**config.mk**
```make
export PLATFORM = sky130hd
export DESIGN_NAME = sit_block_encrypt_64_unit
export DESIGN_NICKNAME = d
export VERILOG_FILES = /design/src/hdl/sbe_pkg.sv /design/src/hdl/sit_block_encrypt_64_unit.sv /design/src/hdl/sbe_round_cell.sv
export SDC_FILE = /design/constraint.sdc
export NUM_CORES = 1
export LEC_CHECK = 0
export BUFFER_PORTS_ARGS = -buffer_cell sky130_fd_sc_hd__buf_2
export CORE_ASPECT_RATIO = 1.5
export CORE_MARGIN = 1
export CORE_UTILIZATION = 49
export CTS_CLUSTER_SIZE = 16
export DETAILED_ROUTE_END_ITERATION = 10
export PLACE_DENSITY = 0.66
export SLEW_MARGIN = 20
export SYNTH_ARGS = -nofsm -noshare
export SYNTH_HDL_FRONTEND = slang
export SYNTH_SLANG_ARGS = --single-unit
```
**constraint.sdc**
```tcl
create_clock -name clk -period 5 [get_ports clk]
set_input_delay 0.25 -clock clk [delete_from_list [all_inputs] [get_ports clk]]
set_output_delay 0.25 -clock clk [all_outputs]
set_load 0.05 [all_outputs]
```
**src/hdl/sbe_pkg.sv**
```systemverilog
// Shared types, constants and S-box functions for the 64-bit SIT block cipher.
package sbe_pkg;

    localparam int unsigned WORD_W   = 16;
    localparam int unsigned NUM_KEYS = 5;
    localparam int unsigned CFG_IDX_W = 3;

    // Configuration register indexes
    localparam logic [CFG_IDX_W-1:0] REG_ROUND_KEY_ONE   = 3'd0;
    localparam logic [CFG_IDX_W-1:0] REG_ROUND_KEY_TWO   = 3'd1;
    localparam logic [CFG_IDX_W-1:0] REG_ROUND_KEY_THREE = 3'd2;
    localparam logic [CFG_IDX_W-1:0] REG_ROUND_KEY_FOUR  = 3'd3;
    localparam logic [CFG_IDX_W-1:0] REG_ROUND_KEY_FIVE  = 3'd4;

    typedef logic [WORD_W-1:0] word_t;

    // Four 16-bit words of a block; w1 sits in the low bits.
    typedef struct packed {
        word_t w4;
        word_t w3;
        word_t w2;
        word_t w1;
    } blk_t;

    localparam word_t KEY_RESET [NUM_KEYS] = '{
        16'h0123, 16'h4567, 16'h89ab, 16'hcdef, 16'h0123
    };

    localparam logic [3:0] SBOX_P [16] = '{
        4'd3, 4'd15, 4'd14, 4'd0, 4'd5, 4'd4, 4'd11, 4'd12,
        4'd13, 4'd10, 4'd9, 4'd6, 4'd7, 4'd8, 4'd2, 4'd1
    };

    localparam logic [3:0] SBOX_Q [16] = '{
        4'd9, 4'd14, 4'd5, 4'd6, 4'd10, 4'd2, 4'd3, 4'd12,
        4'd15, 4'd0, 4'd4, 4'd13, 4'd7, 4'd11, 4'd1, 4'd8
    };

    function automatic logic [3:0] lut_p(input logic [3:0] x);
        return SBOX_P[x];
    endfunction

    function automatic logic [3:0] lut_q(input logic [3:0] x);
        return SBOX_Q[x];
    endfunction

    // F function: three S-box layers with half-nibble mixing between layers
    function automatic word_t mix_f(input word_t x);
        logic [3:0] p10, q10, p20, q20;
        logic [3:0] q11, p11, q21, p21;
        logic [3:0] p12, q12, p22, q22;
        p10 = lut_p(x[15:12]);
        q10 = lut_q(x[11:8]);
        p20 = lut_p(x[7:4]);
        q20 = lut_q(x[3:0]);

        q11 = lut_q({p10[3:2], q10[3:2]});
        p11 = lut_p({p10[1:0], p20[3:2]});
        q21 = lut_q({q10[1:0], q20[3:2]});
        p21 = lut_p({p20[1:0], q20[1:0]});

        p12 = lut_p({q11[3:2], p11[3:2]});
        q12 = lut_q({q11[1:0], q21[3:2]});
        p22 = lut_p({p11[1:0], p21[3:2]});
        q22 = lut_q({q21[1:0], p21[1:0]});
        return {p12, q12, p22, q22};
    endfunction

endpackage

```
**src/hdl/sit_block_encrypt_64_unit.sv**
```systemverilog
// Top level of the 64-bit SIT block cipher: key registers and a chain of round cells.
// A block is registered in each round cell in turn; the last cell's register drives the ciphertext.
// Throughput: one block per cycle while the output is not stalled; each round cell holds one block in flight.
// A stalled output holds the last cell and every full cell behind it; empty cells keep filling bubbles.
// Reset (rst_n, async, active low): empties every cell and loads the default keys.
// Each cell reads its key live; write keys only while the chain is empty.
module sit_block_encrypt_64_unit #(
    parameter int ROUNDS = 5
) (
    input  logic                            clk,
    input  logic                            rst_n,
    input  logic                            in_valid,
    output logic                            in_ready,
    input  logic [63:0]                     plaintext,
    output logic                            out_valid,
    input  logic                            out_ready,
    output logic [63:0]                     ciphertext,
    input  logic                            cfg_wr_en,
    input  logic [sbe_pkg::CFG_IDX_W-1:0]   cfg_index,
    input  logic [sbe_pkg::WORD_W-1:0]      cfg_wdata
);
    import sbe_pkg::*;

    // Round keys: five registers, reset to the default schedule
    word_t key_reg [NUM_KEYS];

    always_ff @(posedge clk or negedge rst_n)
    begin
        if (!rst_n)
        begin
            for (int i = 0; i < NUM_KEYS; i++)
            begin
                key_reg[i] <= KEY_RESET[i];
            end
        end
        else if (cfg_wr_en)
        begin
            // Drop writes to indexes beyond the key list
            unique case (cfg_index)
                REG_ROUND_KEY_ONE:   key_reg[0] <= cfg_wdata;
                REG_ROUND_KEY_TWO:   key_reg[1] <= cfg_wdata;
                REG_ROUND_KEY_THREE: key_reg[2] <= cfg_wdata;
                REG_ROUND_KEY_FOUR:  key_reg[3] <= cfg_wdata;
                REG_ROUND_KEY_FIVE:  key_reg[4] <= cfg_wdata;
                default: ;
            endcase
        end
    end

    // Chain links: index 0 is the input side, index ROUNDS the output side
    logic link_valid [ROUNDS+1];
    logic link_ready [ROUNDS+1];
    blk_t link_blk   [ROUNDS+1];

    assign link_valid[0] = in_valid;
    assign in_ready      = link_ready[0];
    assign link_blk[0]   = blk_t'(plaintext);

    genvar g;
    generate
        for (g = 0; g < ROUNDS; g++)
        begin : g_round
            blk_t cell_in;

            // A cell stores {d, c, b, a}; the next round sees w1=b, w2=a, w3=d, w4=c.
            // The first cell reads the plaintext words as they stand.
            if (g == 0)
            begin : g_first
                assign cell_in = link_blk[0];
            end
            else
            begin : g_next
                assign cell_in = '{w4: link_blk[g].w3, w3: link_blk[g].w4,
                                   w2: link_blk[g].w1, w1: link_blk[g].w2};
            end

            sbe_round_cell u_cell (
                .clk       (clk),
                .rst_n     (rst_n),
                .key       (key_reg[g]),
                .in_valid  (link_valid[g]),
                .in_ready  (link_ready[g]),
                .in_blk    (cell_in),
                .out_valid (link_valid[g+1]),
                .out_ready (link_ready[g+1]),
                .out_blk   (link_blk[g+1])
            );
        end
    endgenerate

    // The last cell's register is the output register; its layout is the ciphertext
    assign link_ready[ROUNDS] = out_ready;
    assign out_valid          = link_valid[ROUNDS];
    assign ciphertext         = link_blk[ROUNDS];

endmodule

```
**src/hdl/sbe_round_cell.sv**
```systemverilog
// One Feistel round cell: combinational round followed by a holding register.
module sbe_round_cell (
    input  logic          clk,
    input  logic          rst_n,
    input  sbe_pkg::word_t key,
    input  logic          in_valid,
    output logic          in_ready,
    input  sbe_pkg::blk_t in_blk,
    output logic          out_valid,
    input  logic          out_ready,
    output sbe_pkg::blk_t out_blk
);
    import sbe_pkg::*;

    logic  valid_reg;
    logic  valid_next;
    blk_t  data_reg;
    blk_t  data_next;
    word_t a, b, c, d;

    // Take a new block when empty or when the held one moves on
    assign in_ready = !valid_reg || out_ready;

    always_comb
    begin
        a = ~(in_blk.w1 ^ key);
        d = ~(in_blk.w4 ^ key);
        b = mix_f(a) ^ in_blk.w3;
        c = mix_f(d) ^ in_blk.w2;
        data_next = '{w4: d, w3: c, w2: b, w1: a};
        valid_next = in_ready ? in_valid : valid_reg;
    end

    always_ff @(posedge clk or negedge rst_n)
    begin
        if (!rst_n)
        begin
            valid_reg <= 1'b0;
        end
        else
        begin
            valid_reg <= valid_next;
        end
    end

    always_ff @(posedge clk)
    begin
        if (in_ready && in_valid)
        begin
            data_reg <= data_next;
        end
    end

    assign out_valid = valid_reg;
    assign out_blk   = data_reg;

endmodule

```
# Word level (Yosys, flattened, before mapping)
# Memories as Yosys holds them, arrays and structs flattened.
# Cells that the tools add are included.
[totals]
register_bits = 405
mem_bits_ro = 7680
out_inout_bits = 66
word_cells = 685
n_memories = 120
[memory_table]
columns = ["name", "words", "word_bits", "rd", "rd_clocked_by_memory_dff", "wr", "line_no", "text"]
rows = [
  ["(name not given)", 16, 4, 1, 0, 0, "sbe_pkg.sv:44", "return SBOX_Q[x];"],
  ["(name not given)", 16, 4, 1, 0, 0, "sbe_pkg.sv:44", ""],
  ["(name not given)", 16, 4, 1, 0, 0, "sbe_pkg.sv:40", "return SBOX_P[x];"],
  ["(name not given)", 16, 4, 1, 0, 0, "sbe_pkg.sv:44", ""],
  ["(name not given)", 16, 4, 1, 0, 0, "sbe_pkg.sv:40", ""],
  ["(name not given)", 16, 4, 1, 0, 0, "sbe_pkg.sv:40", ""],
  ["+114 memories", "n/a", "n/a", "n/a", "n/a", "n/a", "n/a", ""],
]
[classes]
magnitude_cmp = 120
n_eq_ne = 4
n_mux = 240
n_bitwise = 150
reduce_logical = 21
[op_table]
columns = ["operator", "n"]
rows = [
  ["4-bit 2-to-1 mux", 240],
  ["5-bit greater-or-equal comparator, second input constant", 120],
  ["4-bit inverter with 5-bit output", 120],
  ["16-bit bitwise XOR", 20],
  ["16-bit inverter", 10],
  ["2-bit AND reduction", 5],
  ["3-bit by 2-bit equality test with 1-bit output, second input constant", 2],
  ["1-bit logical AND", 5],
  ["1-bit zero test", 5],
  ["1-bit logical OR", 5],
  ["3-bit by 1-bit equality test with 1-bit output, second input constant", 1],
  ["3-bit equality test, second input constant", 1],
  ["3-bit zero test", 1],
]

# Depth between registers and ports, before layout
# Gate-level depths: netlist (run 1).
[depth]
depth_word = 15
ltp_mapped = 17

# By module
# From an unflattened synthesis (run 1), not the netlist that was laid out.
[unflattened]
cells_unflattened = 3437
hier_area_um2 = 39156.3
[by_module_without_submodules]
columns = ["mod", "n_inst", "cells_per_inst", "area_per_inst_um2", "seq_area_each_um2"]
rows = [
  ["sbe_round_cell (g_round[3].u_cell ...)", 2, 650, 7221.9, 1946.9],
  ["sbe_round_cell (g_round[1].u_cell)", 1, 665, 7273.2, 1946.9],
  ["sbe_round_cell (g_round[0].u_cell)", 1, 646, 7215.7, 1946.9],
  ["sbe_round_cell (g_round[2].u_cell)", 1, 653, 7128.1, 1946.9],
  ["sit_block_encrypt_64_unit", 1, 173, 3095.5, 2047.0],
]

# Least setup slack after synthesis (run 1)
# OpenSTA, ideal clock, no wires.
[synth_timing]
kind = "flip-flop to flip-flop"
startpoint = "register g_round[4].u_cell.valid_reg"
endpoint = "register g_round[4].u_cell.data_reg, in the netlist g_round[4].u_cell.out_blk[0], enable pin"
setup_time_ps = 494
t_arrival_ps = 3659
setup_slack_ps = 847
path_stages_with_launch = 3
path_buffers = 0
period_less_slack_ps = 4153
cell_sequence = "dfrtp_1 nor2b_1 nor2b_1"
[synth_between]
elab_chain_len = 3
[synth_lines]
columns = ["item", "line_no", "text"]
rows = [
  ["start: declaration", "sbe_round_cell.sv:15", "logic valid_reg;"],
  ["start signal: assignment", "sbe_round_cell.sv:42", "valid_reg <= valid_next;"],
  ["1-bit zero test", "sbe_round_cell.sv:22", "assign in_ready = !valid_reg || out_ready;"],
  ["1-bit logical OR", "sbe_round_cell.sv:22", ""],
  ["1-bit logical AND", "sbe_round_cell.sv:48", "if (in_ready && in_valid)"],
  ["end signal: assignment", "sbe_round_cell.sv:50", "data_reg <= data_next;"],
  ["end: declaration", "sbe_round_cell.sv:17", "blk_t data_reg;"],
]
# No other way between the ends.
# A chain may end at the register's enable or synchronous reset.

# Final worst setup path (run 1)
[layout_timing]
startpoint = "register key_reg[0] in the netlist's numbering"
endpoint = "register g_round[4].u_cell.data_reg, in the netlist g_round[4].u_cell.out_blk[36] (data pin)"
[layout_between]
elab_chain_len = 15
[layout_lines]
columns = ["item", "line_no", "text"]
rows = [
  ["start: declaration", "sit_block_encrypt_64_unit.sv:25", "word_t key_reg [NUM_KEYS];"],
  ["start signal: indexed assignment", "sit_block_encrypt_64_unit.sv:33", "key_reg[i] <= KEY_RESET[i];"],
  ["16-bit bitwise XOR", "sbe_round_cell.sv:27", "d = ~(in_blk.w4 ^ key);"],
  ["16-bit inverter", "sbe_round_cell.sv:27", ""],
  ["net g_round[4].u_cell.d[0]", "sbe_round_cell.sv:19", "word_t a, b, c, d;"],
  ["4-bit inverter with 5-bit output (not written as such)", "sbe_pkg.sv:44", ""],
  ["memory read 16 x 4 bit", "n/a", ""],
  ["4-bit 2-to-1 mux (not written as such) (2 in series)", "sbe_pkg.sv:44", ""],
  ["4-bit inverter with 5-bit output (not written as such)", "sbe_pkg.sv:40", ""],
  ["memory read 16 x 4 bit", "n/a", ""],
  ["4-bit 2-to-1 mux (not written as such) (2 in series)", "sbe_pkg.sv:40", ""],
  ["4-bit inverter with 5-bit output (not written as such)", "sbe_pkg.sv:40", ""],
  ["memory read 16 x 4 bit", "n/a", ""],
  ["4-bit 2-to-1 mux (not written as such) (2 in series)", "sbe_pkg.sv:40", ""],
  ["16-bit bitwise XOR", "sbe_round_cell.sv:29", "c = mix_f(d) ^ in_blk.w2;"],
  ["net g_round[4].u_cell.c[4]", "sbe_round_cell.sv:19", ""],
]
# The timed path passes the listed nets, and every way through them passes these cells. The select of a mux whose other input is x is not followed.

==> results of run 1 <==
[path summary, 6_finish.rpt]
| check | start | end | depth (start not counted) |
|---|---|---|---|
| max | key_reg[0]$_DFFE_PN1P_ | g_round[4].u_cell.out_blk[36]$_DFFE_PP_ | 14 |
| min reg2reg | g_round[1].u_cell.out_valid$_DFFE_PN0P_ | g_round[2].u_cell.out_valid$_DFFE_PN0P_ | 1 |
| max in group asynchronous | rst_n | key_reg[38]$_DFFE_PN0P_ | 3 |
| min in group asynchronous | rst_n | key_reg[51]$_DFFE_PN0P_ | 2 |
| min | cfg_wdata[9] | key_reg[9]$_DFFE_PN0P_ | 2 |
| max reg2reg | key_reg[0]$_DFFE_PN1P_ | g_round[4].u_cell.out_blk[36]$_DFFE_PP_ | 14 |
[metal layers]
layer | track usage [%] | vias to the layer above | wire length [µm]
met5 | 0 | - | 0
met4 | 9.15 | 0 | 3540
met3 | 1.95 | 139 | 2370
met2 | 45.9 | 480 | 50200
met1 | 24.1 | 13600 | 34600
li1 | - | 13900 | -
[area by class of cell]
type | instances | area, µm²
Sequential cell | 405 | 11800
Inverter | 404 | 1520
Fill cell | 6889 | 34900
Multi-Input combinational cell | 2804 | 24500
Tap cell | 1016 | 1270
Clock inverter | 24 | 284
Timing Repair Buffer | 266 | 1710
Clock buffer | 59 | 1250
Antenna cell | 2 | 5.00
[logic make-up after synthesis]
logic type      count (synthesis)  synth area share, %
flops                         405                 30.9
buf+inv                       486                 5.02
compound gates                692                 13.3
mux                           574                 18.5
fa+ha+maj                     389                 12.7
simple gates                  728                 9.20
xor+xnor                      421                 10.4
[synth_stat cells (all sizes together), types with 16 or more instances]
library cell	instances	area [µm²]
o21a	18	135
a221o	16	160
a211o	23	201
nor2b	32	200
a221oi	36	419
a211oi	76	613
dfrtp	49	1230
xor2	202	1940
nand3b	16	120
nor3	102	515
mux2	164	1850
clkbuf	36	145
nand3	90	450
dfstp	36	946
nor2	164	623
edfxtp	320	9610
inv	394	1480
o221ai	18	183
nand2	182	683
buf	46	251
mux2i	330	3410
xnor2	219	2020
and3	28	175
and2	20	125
a21oi	135	709
mux4	80	1800
o211ai	78	624
o22ai	19	131
nor3b	16	120
a31oi	22	144
o21ai	133	677
or3	20	125
nand2b	28	175
ha	388	4850
[through the flow]
step	instance area, µm²	utilization [%]	instances	hold slack [ns]	worst slack, ns
after floorplan	38200	-	3695	-0.0456	0.847
after global placement	40400	52.3	4857	0.323	0.756
after detailed placement	40400	52.3	4857	0.333	0.662
after CTS	42300	54.8	4978	0.0000399	0.660
after global routing	42300	54.8	4978	0.0217	0.293
final	42300	54.8	4980	0.0394	0.667
[placed cells by master (no fill, tap or decap), types with 18 or more instances in the layout]
cell	instances
sky130_fd_sc_hd__ha_1	388
sky130_fd_sc_hd__inv_1	372
sky130_fd_sc_hd__edfxtp_1	320
sky130_fd_sc_hd__mux2i_1	319
sky130_fd_sc_hd__xnor2_1	205
sky130_fd_sc_hd__nand2_1	182
sky130_fd_sc_hd__xor2_1	179
sky130_fd_sc_hd__nor2_1	161
sky130_fd_sc_hd__mux2_2	160
sky130_fd_sc_hd__buf_2	152
sky130_fd_sc_hd__a21oi_1	126
sky130_fd_sc_hd__o21ai_0	117
sky130_fd_sc_hd__nor3_1	100
sky130_fd_sc_hd__nand3_1	90
sky130_fd_sc_hd__mux4_2	80
sky130_fd_sc_hd__buf_4	76
sky130_fd_sc_hd__o211ai_1	72
sky130_fd_sc_hd__a211oi_1	68
sky130_fd_sc_hd__dfrtp_1	49
sky130_fd_sc_hd__clkbuf_16	45
sky130_fd_sc_hd__dlygate4sd3_1	38
sky130_fd_sc_hd__dfstp_2	36
sky130_fd_sc_hd__nor2b_1	31
sky130_fd_sc_hd__and3_1	28
sky130_fd_sc_hd__nand2b_1	28
sky130_fd_sc_hd__xor2_2	23
sky130_fd_sc_hd__a211o_1	23
sky130_fd_sc_hd__a221oi_1	23
sky130_fd_sc_hd__inv_2	21
sky130_fd_sc_hd__a31oi_1	21
sky130_fd_sc_hd__or3_1	20
sky130_fd_sc_hd__o21a_1	18
[worst register-to-register path: cells and delay by family (launching register included)]
kind            cells  cell delay (ns)
fa+ha+maj           3             1.03
mux                 3             0.97
xor+xnor            2             0.59
flops               1             0.55
buf+inv             4             0.51
compound gates      2             0.43
[repair_timing]
item / CTS / global route
resized for setup: 0 / 0
hold buffers: 38 / 0
endpoints found under the hold margin: 63 / 0
==> impl_metrics.tcl, run 1 <==
set metrics [dict create \
    status "finished, final reports clean" \
    layout_nets 4402 \
    tritoncts "yes" \
    worstPathRequired_ns 5.35 \
    timing_max_transition_violations_final 0 \
    crit_path_top_delay_cell "sky130_fd_sc_hd__dfstp_2" \
    period_minus_slack_ns 4.33 \
    synthesis_warning_total 0 \
    grt_max_degree 65 \
    start_util_pct 49.4 \
    worst_pin_slew_ns 1.08 \
    fmax_ghz 0.231 \
    route.vias.total 28100 \
    syn-num-nets 4171 \
    floorplan.rows 125 \
    die-height_um 344 \
    layout-drive-gt1-share_pct 18.7 \
    drt-pass1-iter-count 6 \
    setup.worst_path.end_class "flip-flop" \
    synth.lib_cells_used.distinct 101 \
    gp_routability_congestion 0.882 \
    cp.buffers_inverters 4 \
    finalSetupViolations 0 \
    synth_sequential_area_ratio_pct 30.9 \
    synth_edf_count 320 \
    critPathLaunchType "flip-flop" \
    floorplan.core_area_um2 77300 \
    antenna_violations_before_repair 3 \
    drt-wirelength-per-cell_um 18.2 \
    post-route-period-util_pct 86.7 \
    rsz0062_at_grt "false" \
    arrival_time_at_the_worst_endpoint_ns 4.68 \
    flip_flop_and_latch_count_after_synthesis 405 \
    clk_pin_slew_worst_paths_ns 0.06 \
    grt_overflow_total 0 \
    synth_area_um2 38200 \
    first_iter_violations 1197 \
    worstSetupPathType "flip-flop to flip-flop" \
    crit_family "adder cells" \
    num_io_pins 154 \
    timing.hold.worst.class "input pin to flip-flop" \
    ys_async_sr_fraction_pct 21.0 \
    detail_route.vias_per_cell 5.63 \
    fp.dieW_um 230 \
    cp_max_fo 8 \
    ctsRootBufferMaster "sky130_fd_sc_hd__clkbuf_16" \
    primary_ff_master_synth "sky130_fd_sc_hd__edfxtp_1" \
    numClockSinks 405 \
    tns_ns 0 \
    route.antenna.remaining_nets 0 \
    reg2reg_setup_slack_ns 0.67 \
    slew-limit-headroom_pct 27.7 \
    io_buffers 153 \
    finalHoldViolations 0 \
    syn_avg_cell_area_um2 10.3 \
    finClkSkew_ns 0.0343 \
    max_cap_viol_count 0 \
    grt_first_pass_wirelength_um 143000 \
    number_of_buffers_inserted_during_clock_tree_synthesis 45 \
    worstPathCellList "xor2_1 > inv_1 > ha_1 > mux4_2 > ha_1 > mux2_2 > mux2i_1 > buf_4 > inv_1 > ha_1 > inv_1 > o32a_1 > o21ai_1 > xor2_1" \
    die_area_um2 79000 \
    syn_inst 3695 \
    area.growth.synth_to_final_pct 10.9 \
    all_layer_gr_usage_pct 22.9 \
    detailedPlacementHpwl_um 72400 \
    clockBufferDepth 3 \
    grt_pass1_vias 27200 \
    crit_path_max_incr_delay_ns 0.55 \
    post_cts_setup_inserts 0 \
    drc_violation_count_after_routing 0 \
    clock_insertion_delay_worst_skew_ns 0.61 \
    htree_num_levels 2 \
    largest_register_ff_count 320 \
    drt-total-wl_um 90700 \
]
Power of run 1 is left out: the tool's default activity adds up to more than one toggle a clock period on the data nets, which glitch-free logic cannot reach.
==> inputs of run 2 (changes only) <==
--- a/config.mk
+++ b/config.mk
@@ -6,7 +6,7 @@
 export NUM_CORES = 1
 export LEC_CHECK = 0
 export BUFFER_PORTS_ARGS = -buffer_cell sky130_fd_sc_hd__buf_2
-export CORE_ASPECT_RATIO = 1.5
+export CORE_ASPECT_RATIO = 0.9
 export CORE_MARGIN = 1
 export CORE_UTILIZATION = 49
 export CTS_CLUSTER_SIZE = 16
==> run 2 against run 1 <==
Compared with the run above:
- count of clock-buffer cells in the layout unchanged
- clock skew is 0.0010 ns higher
- worst hold slack improved by 0.00081 ns
- non-clock buffer count decreased by 14
- routed wire length is 2.3% lower
- first-iteration DRC count increased by 79%
- cell area shrank 0.22%
- global-route usage fell by 0.50 points
- core utilization grew 0.33 points
- critical path type unchanged
==> impl_metrics.tcl, run 2 (synthesis gave the netlist of run 1 again) <==
set metrics [dict create \
    route.antenna.remaining_nets 0 \
    all_layer_gr_usage_pct 22.4 \
    hold-path-cell-count 2 \
    rr_endpoint "g_round[4].u_cell.out_blk[36]$_DFFE_PP_" \
    setup.worst_path.end_class "flip-flop" \
    final.hold.worst_slack_ns 0.0402 \
    worstSetupPathType "flip-flop to flip-flop" \
    finalSetupViolations 0 \
    worst_hold_startpoint "plaintext[18]" \
    post_cts_setup_inserts 0 \
    tritoncts "yes" \
    top_layer "met4" \
    worst_pin_slew_ns 1.06 \
    finClkSkew_ns 0.0353 \
    final.setup.worst_slack_ns 0.524 \
    crit-reg2reg-launch "key_reg[0]$_DFFE_PN1P_" \
    drc_violation_count_after_routing 0 \
    timing_max_transition_violations_final 0 \
    clock_insertion_delay_worst_skew_ns 0.61 \
    slew-limit-headroom_pct 29.4 \
    grt_max_degree 65 \
    timing.hold.worst.class "input pin to flip-flop" \
    drt-met1-wl_um 41000 \
    reg2reg_depth 14 \
    drt-pass1-iter-count 6 \
    period_minus_slack_ns 4.48 \
    number_of_buffers_inserted_during_clock_tree_synthesis 47 \
    fmax_ghz 0.223 \
    arrival_time_at_the_worst_endpoint_ns 4.83 \
    rsz0062_at_grt "false" \
    fp.dieW_um 296 \
    ctsRootBufferMaster "sky130_fd_sc_hd__clkbuf_16" \
    htree_num_levels 2 \
    numClockSinks 405 \
    cts_repair_resize_count 0 \
    drt-total-wl_um 88600 \
    total_met2_wirelength_after_detailed_routing_um 42500 \
    grt_overflow_total 0 \
    clockBufferDepth 3 \
    cts-hold-fix-buffers 37 \
    first_iter_violations 2148 \
    detailedPlacementHpwl_um 69600 \
    clk_pin_slew_worst_paths_ns 0.06 \
    area.growth.synth_to_final_pct 10.7 \
    finalHoldViolations 0 \
    tns_ns 0 \
    status "finished, final reports clean" \
    max_cap_viol_count 0 \
    met3_wirelength_um 3290 \
    die_area_um2 79000 \
    grt_pass1_vias 25900 \
    cp_max_fo 8 \
    drt-wirelength-per-cell_um 17.8 \
    placement_stage_worst_setup_slack_ns 0.560 \
    final_cell_mix "sky130_fd_sc_hd__ha_1 (388), sky130_fd_sc_hd__inv_1 (372), sky130_fd_sc_hd__edfxtp_1 (320)" \
    critPathLaunchType "flip-flop" \
    worstPathRequired_ns 5.35 \
    start_util_pct 49.8 \
    num_io_pins 154 \
    whs_endpoint "g_round[0].u_cell.out_blk[34]$_DFFE_PP_" \
    layout-drive-gt1-share_pct 18.5 \
    floorplan.core_area_um2 76600 \
    io_buffers 153 \
    layout_nets 4390 \
    die-height_um 267 \
    route.vias.total 27800 \
    post-route-period-util_pct 89.5 \
    critPathLaunch "key_reg[0]$_DFFE_PN1P_" \
    grt_first_pass_wirelength_um 140000 \
    leading_cell_type_in_the_layout_fill_and_taps_excluded "sky130_fd_sc_hd__ha_1" \
    reg2reg_setup_slack_ns 0.52 \
    largest_register_ff_count 320 \
    gp_routability_congestion 0.906 \
    antenna_violations_before_repair 4 \
    floorplan.rows 96 \
    detail_route.vias_per_cell 5.58 \
]
==> run 2: area by class of cell <==
class	instances	area [µm²]
Inverter	404	1520
Multi-Input combinational cell	2804	24500
Clock inverter	28	249
Sequential cell	405	11800
Antenna cell	1	2.50
Clock buffer	59	1270
Fill cell	6857	34400
Tap cell	1029	1290
Timing Repair Buffer	252	1600
==> run 2: per-stage QoR <==
step	area, µm²	util (%)	instances
finish	42200	55.1	4982
global route	42200	55.1	4982
CTS	42200	55.1	4981
detailed placement	40300	52.6	4857
global placement	40300	52.6	4857
floorplan	38200	-	3695
==> run 2: worst max path at each step <==
stage / endpoint / slack, ns / cells past startpoint
final: g_round[4].u_cell.out_blk[36]$_DFFE_PP_ / 0.52 / 14
after global routing: g_round[3].u_cell.out_blk[40]$_DFFE_PP_ / 0.14 / 16
after CTS: g_round[4].u_cell.out_blk[36]$_DFFE_PP_ / 0.55 / 14
after global placement: g_round[4].u_cell.out_blk[36]$_DFFE_PP_ / 0.61 / 13
after floorplan: g_round[4].u_cell.out_blk[0]$_DFFE_PP_ / 0.85 / 2
after detailed placement: g_round[4].u_cell.out_blk[36]$_DFFE_PP_ / 0.56 / 14
==> run 2: metal layers <==
layer  track usage [%]  vias to the layer above
met3              2.16                       83
li1                  -                    13900
met1              30.5                    13300
met5                 0                        -
met4              5.48                        0
met2              38.0                      523
==> run 2: worst max-delay path, stage by stage, from the launching register on <==
cell                      delay [ns]
sky130_fd_sc_hd__dfstp_2        0.55
sky130_fd_sc_hd__xor2_1         0.47
sky130_fd_sc_hd__inv_1          0.21
sky130_fd_sc_hd__ha_1           0.26
sky130_fd_sc_hd__mux4_2         0.54
sky130_fd_sc_hd__inv_1          0.13
sky130_fd_sc_hd__ha_1           0.29
sky130_fd_sc_hd__mux2_2         0.29
sky130_fd_sc_hd__mux2i_1        0.43
sky130_fd_sc_hd__inv_1          0.13
sky130_fd_sc_hd__ha_1           0.36
sky130_fd_sc_hd__inv_1          0.05
sky130_fd_sc_hd__o32a_1         0.34
sky130_fd_sc_hd__o21ai_1        0.09
sky130_fd_sc_hd__xor2_1         0.08
Power of run 2 is left out for the same reason.
==> inputs of run 3 (changes only) <==
--- a/config.mk
+++ b/config.mk
@@ -8,10 +8,10 @@
 export BUFFER_PORTS_ARGS = -buffer_cell sky130_fd_sc_hd__buf_2
 export CORE_ASPECT_RATIO = 0.9
 export CORE_MARGIN = 1
-export CORE_UTILIZATION = 49
+export CORE_UTILIZATION = 64
 export CTS_CLUSTER_SIZE = 16
 export DETAILED_ROUTE_END_ITERATION = 10
-export PLACE_DENSITY = 0.66
+export PLACE_DENSITY = 0.82
 export SLEW_MARGIN = 20
 export SYNTH_ARGS = -nofsm -noshare
 export SYNTH_HDL_FRONTEND = slang
==> run 3 against run 2 <==
Compared with the run above:
- maximum frequency increased by 1.3%
- count of clock-buffer cells in the layout up 3
- sequential share of layout area rose by 0.20 points
- cell area shrank 0.71%
- sequential cell count stayed put
- via count up 2.8%
- final cell count fell by 5.3%
- register-to-register slack improved by 0.06 ns
- routed wire length is 0.61% lower
- critical endpoint unchanged
- highest routed layer unchanged
==> impl_metrics.tcl, run 3 (synthesis gave the netlist of run 1 again) <==
set metrics [dict create \
    finalHoldViolations 0 \
    timing_max_transition_violations_final 0 \
    status "finished, final reports clean" \
    num_io_pins 154 \
    drt-wirelength-per-cell_um 18.7 \
    area.sequential_um2 11800 \
    timing.hold.worst.class "input pin to flip-flop" \
    final_cell_mix "sky130_fd_sc_hd__ha_1 (388), sky130_fd_sc_hd__inv_1 (372), sky130_fd_sc_hd__edfxtp_1 (320)" \
    grt_max_degree 65 \
    worstSetupPathType "flip-flop to flip-flop" \
    crit_path_max_incr_delay_ns 0.55 \
    largest_register_ff_count 320 \
    clockBufferDepth 3 \
    start_util_pct 65.1 \
    arrival_time_at_the_worst_endpoint_ns 4.75 \
    crit_path_top_delay_cell "sky130_fd_sc_hd__dfstp_2" \
    grt_overflow_total 0 \
    detailedPlacementHpwl_um 67200 \
    grt_first_pass_wirelength_um 139000 \
    worst_pin_slew_ns 1.10 \
    gp_routability_congestion 0.950 \
    leading_cell_type_in_the_layout_fill_and_taps_excluded "sky130_fd_sc_hd__ha_1" \
    tritoncts "yes" \
    htree_num_levels 2 \
    max_cap_viol_count 0 \
    route.vias.total 28600 \
    ctsRootBufferMaster "sky130_fd_sc_hd__clkbuf_16" \
    rsz0062_at_grt "false" \
    fmax_ghz 0.226 \
    die-height_um 234 \
    critPathLaunchType "flip-flop" \
    area.growth.synth_to_final_pct 9.88 \
    numClockSinks 405 \
    io_buffers 153 \
    drc_violation_count_after_routing 0 \
    final.hold.worst_slack_ns 0.0282 \
    crit_family "multiplexers" \
    worstPathRequired_ns 5.34 \
    post-route-period-util_pct 88.4 \
    antenna_fix_cells 0 \
    floorplan.core_area_um2 58600 \
    tns_ns 0 \
    route.antenna.remaining_nets 0 \
    grt_pass1_vias 26700 \
    floorplan.rows 84 \
    cp_max_fo 8 \
    drt-pass1-iter-count 6 \
    die_area_um2 60600 \
    filler_cell_count 4142 \
    setup.worst_path.end_class "flip-flop" \
    number_of_buffers_inserted_during_clock_tree_synthesis 45 \
    multi_input_area_um2 24500 \
    clk_pin_slew_worst_paths_ns 0.06 \
    finalSetupViolations 0 \
    finClkSkew_ns 0.0133 \
    layout_nets 4384 \
    layout-drive-gt1-share_pct 18.2 \
    fp.dieW_um 259 \
    detail_route.vias_per_cell 6.06 \
    cp.buffers_inverters 5 \
    slew-limit-headroom_pct 26.6 \
    antenna_violations_before_repair 2 \
    first_iter_violations 2397 \
    drt-total-wl_um 88000 \
    worstPathCellList "xor2_1 > inv_1 > ha_1 > mux4_2 > inv_1 > ha_1 > mux2_2 > mux2i_1 > buf_4 > inv_1 > ha_1 > inv_1 > o32a_1 > o21ai_1 > xor2_1" \
    critPathMostFrequentCell "sky130_fd_sc_hd__inv_1" \
    all_layer_gr_usage_pct 28.7 \
    clock_insertion_delay_worst_skew_ns 0.59 \
    period_minus_slack_ns 4.42 \
]
run 3: changes by cell type in the layout (fill, tap and decap cells not counted), sizes merged:
cell and change:
clkbuf +3, clkinv -11, buf -3, bufinv +6
dlygate4sd3 -1, diode -1, clkinvlp -2
run 3: worst paths after layout:
check                                                   startpoint                                      end  slack, ns  cells after the start
setup / recovery                            key_reg[0]$_DFFE_PN1P_  g_round[4].u_cell.out_blk[36]$_DFFE_PP_       0.58                     15
hold / removal                                       plaintext[49]  g_round[0].u_cell.out_blk[49]$_DFFE_PP_       0.03                      2
setup reg to reg                            key_reg[0]$_DFFE_PN1P_  g_round[4].u_cell.out_blk[36]$_DFFE_PP_       0.58                     15
hold reg to reg            g_round[1].u_cell.out_valid$_DFFE_PN0P_  g_round[2].u_cell.out_valid$_DFFE_PN0P_       0.48                      1
max in group asynchronous                                    rst_n                  key_reg[10]$_DFFE_PN0P_       3.56                      3
min in group asynchronous                                    rst_n                  key_reg[51]$_DFFE_PN0P_       0.28                      2
run 3: per-stage QoR:
step / cell area (µm²) / util (%) / setup slack (ns) / instances
floorplan: 38200 / - / 0.847 / 3695
global placement: 40000 / 68.2 / 0.716 / 4599
detailed placement: 40000 / 68.2 / 0.492 / 4599
CTS: 41900 / 71.5 / 0.491 / 4718
global route: 41900 / 71.5 / 0.233 / 4718
finish: 41900 / 71.5 / 0.582 / 4718
run 3: worst reg2reg max path, cell delays in order, from the launching register on:
cell	delay, ns
sky130_fd_sc_hd__dfstp_2	0.55
sky130_fd_sc_hd__xor2_1	0.52
sky130_fd_sc_hd__inv_1	0.24
sky130_fd_sc_hd__ha_1	0.28
sky130_fd_sc_hd__mux4_2	0.55
sky130_fd_sc_hd__inv_1	0.14
sky130_fd_sc_hd__ha_1	0.30
sky130_fd_sc_hd__mux2_2	0.29
sky130_fd_sc_hd__mux2i_1	0.15
sky130_fd_sc_hd__buf_4	0.17
sky130_fd_sc_hd__inv_1	0.07
sky130_fd_sc_hd__ha_1	0.35
sky130_fd_sc_hd__inv_1	0.06
sky130_fd_sc_hd__o32a_1	0.33
sky130_fd_sc_hd__o21ai_1	0.10
sky130_fd_sc_hd__xor2_1	0.08
run 3: layout make-up:
type                       count  area share [%]
clock buffer                  62            3.01
inverter                     404            3.62
multi-input combinational   2804            58.4
timing repair buffer         248            3.75
sequential                   405            28.1
tap                          774            2.31
clock inverter                21           0.776
run 3: routing by layer:
layer | vias up | GRT usage [%] | share of wire, %
met3 | 145 | 2.51 | 5.2
met1 | 13700 | 37.3 | 43
met5 | - | 0 | 0
met2 | 841 | 49.3 | 48
li1 | 13900 | - | -
met4 | 0 | 11.7 | 3.9
run 3: repair_timing:
| action | in CTS | in global routing |
|---|---|---|
| hold buffers | 36 | 0 |
| setup endpoints to repair | 0 | 1 |
| setup buffers | 0 | 0 |
| endpoints found under the hold margin | 57 | 0 |
| gates resized for setup | 0 | 1 |
Power of run 3 is left out for the same reason.
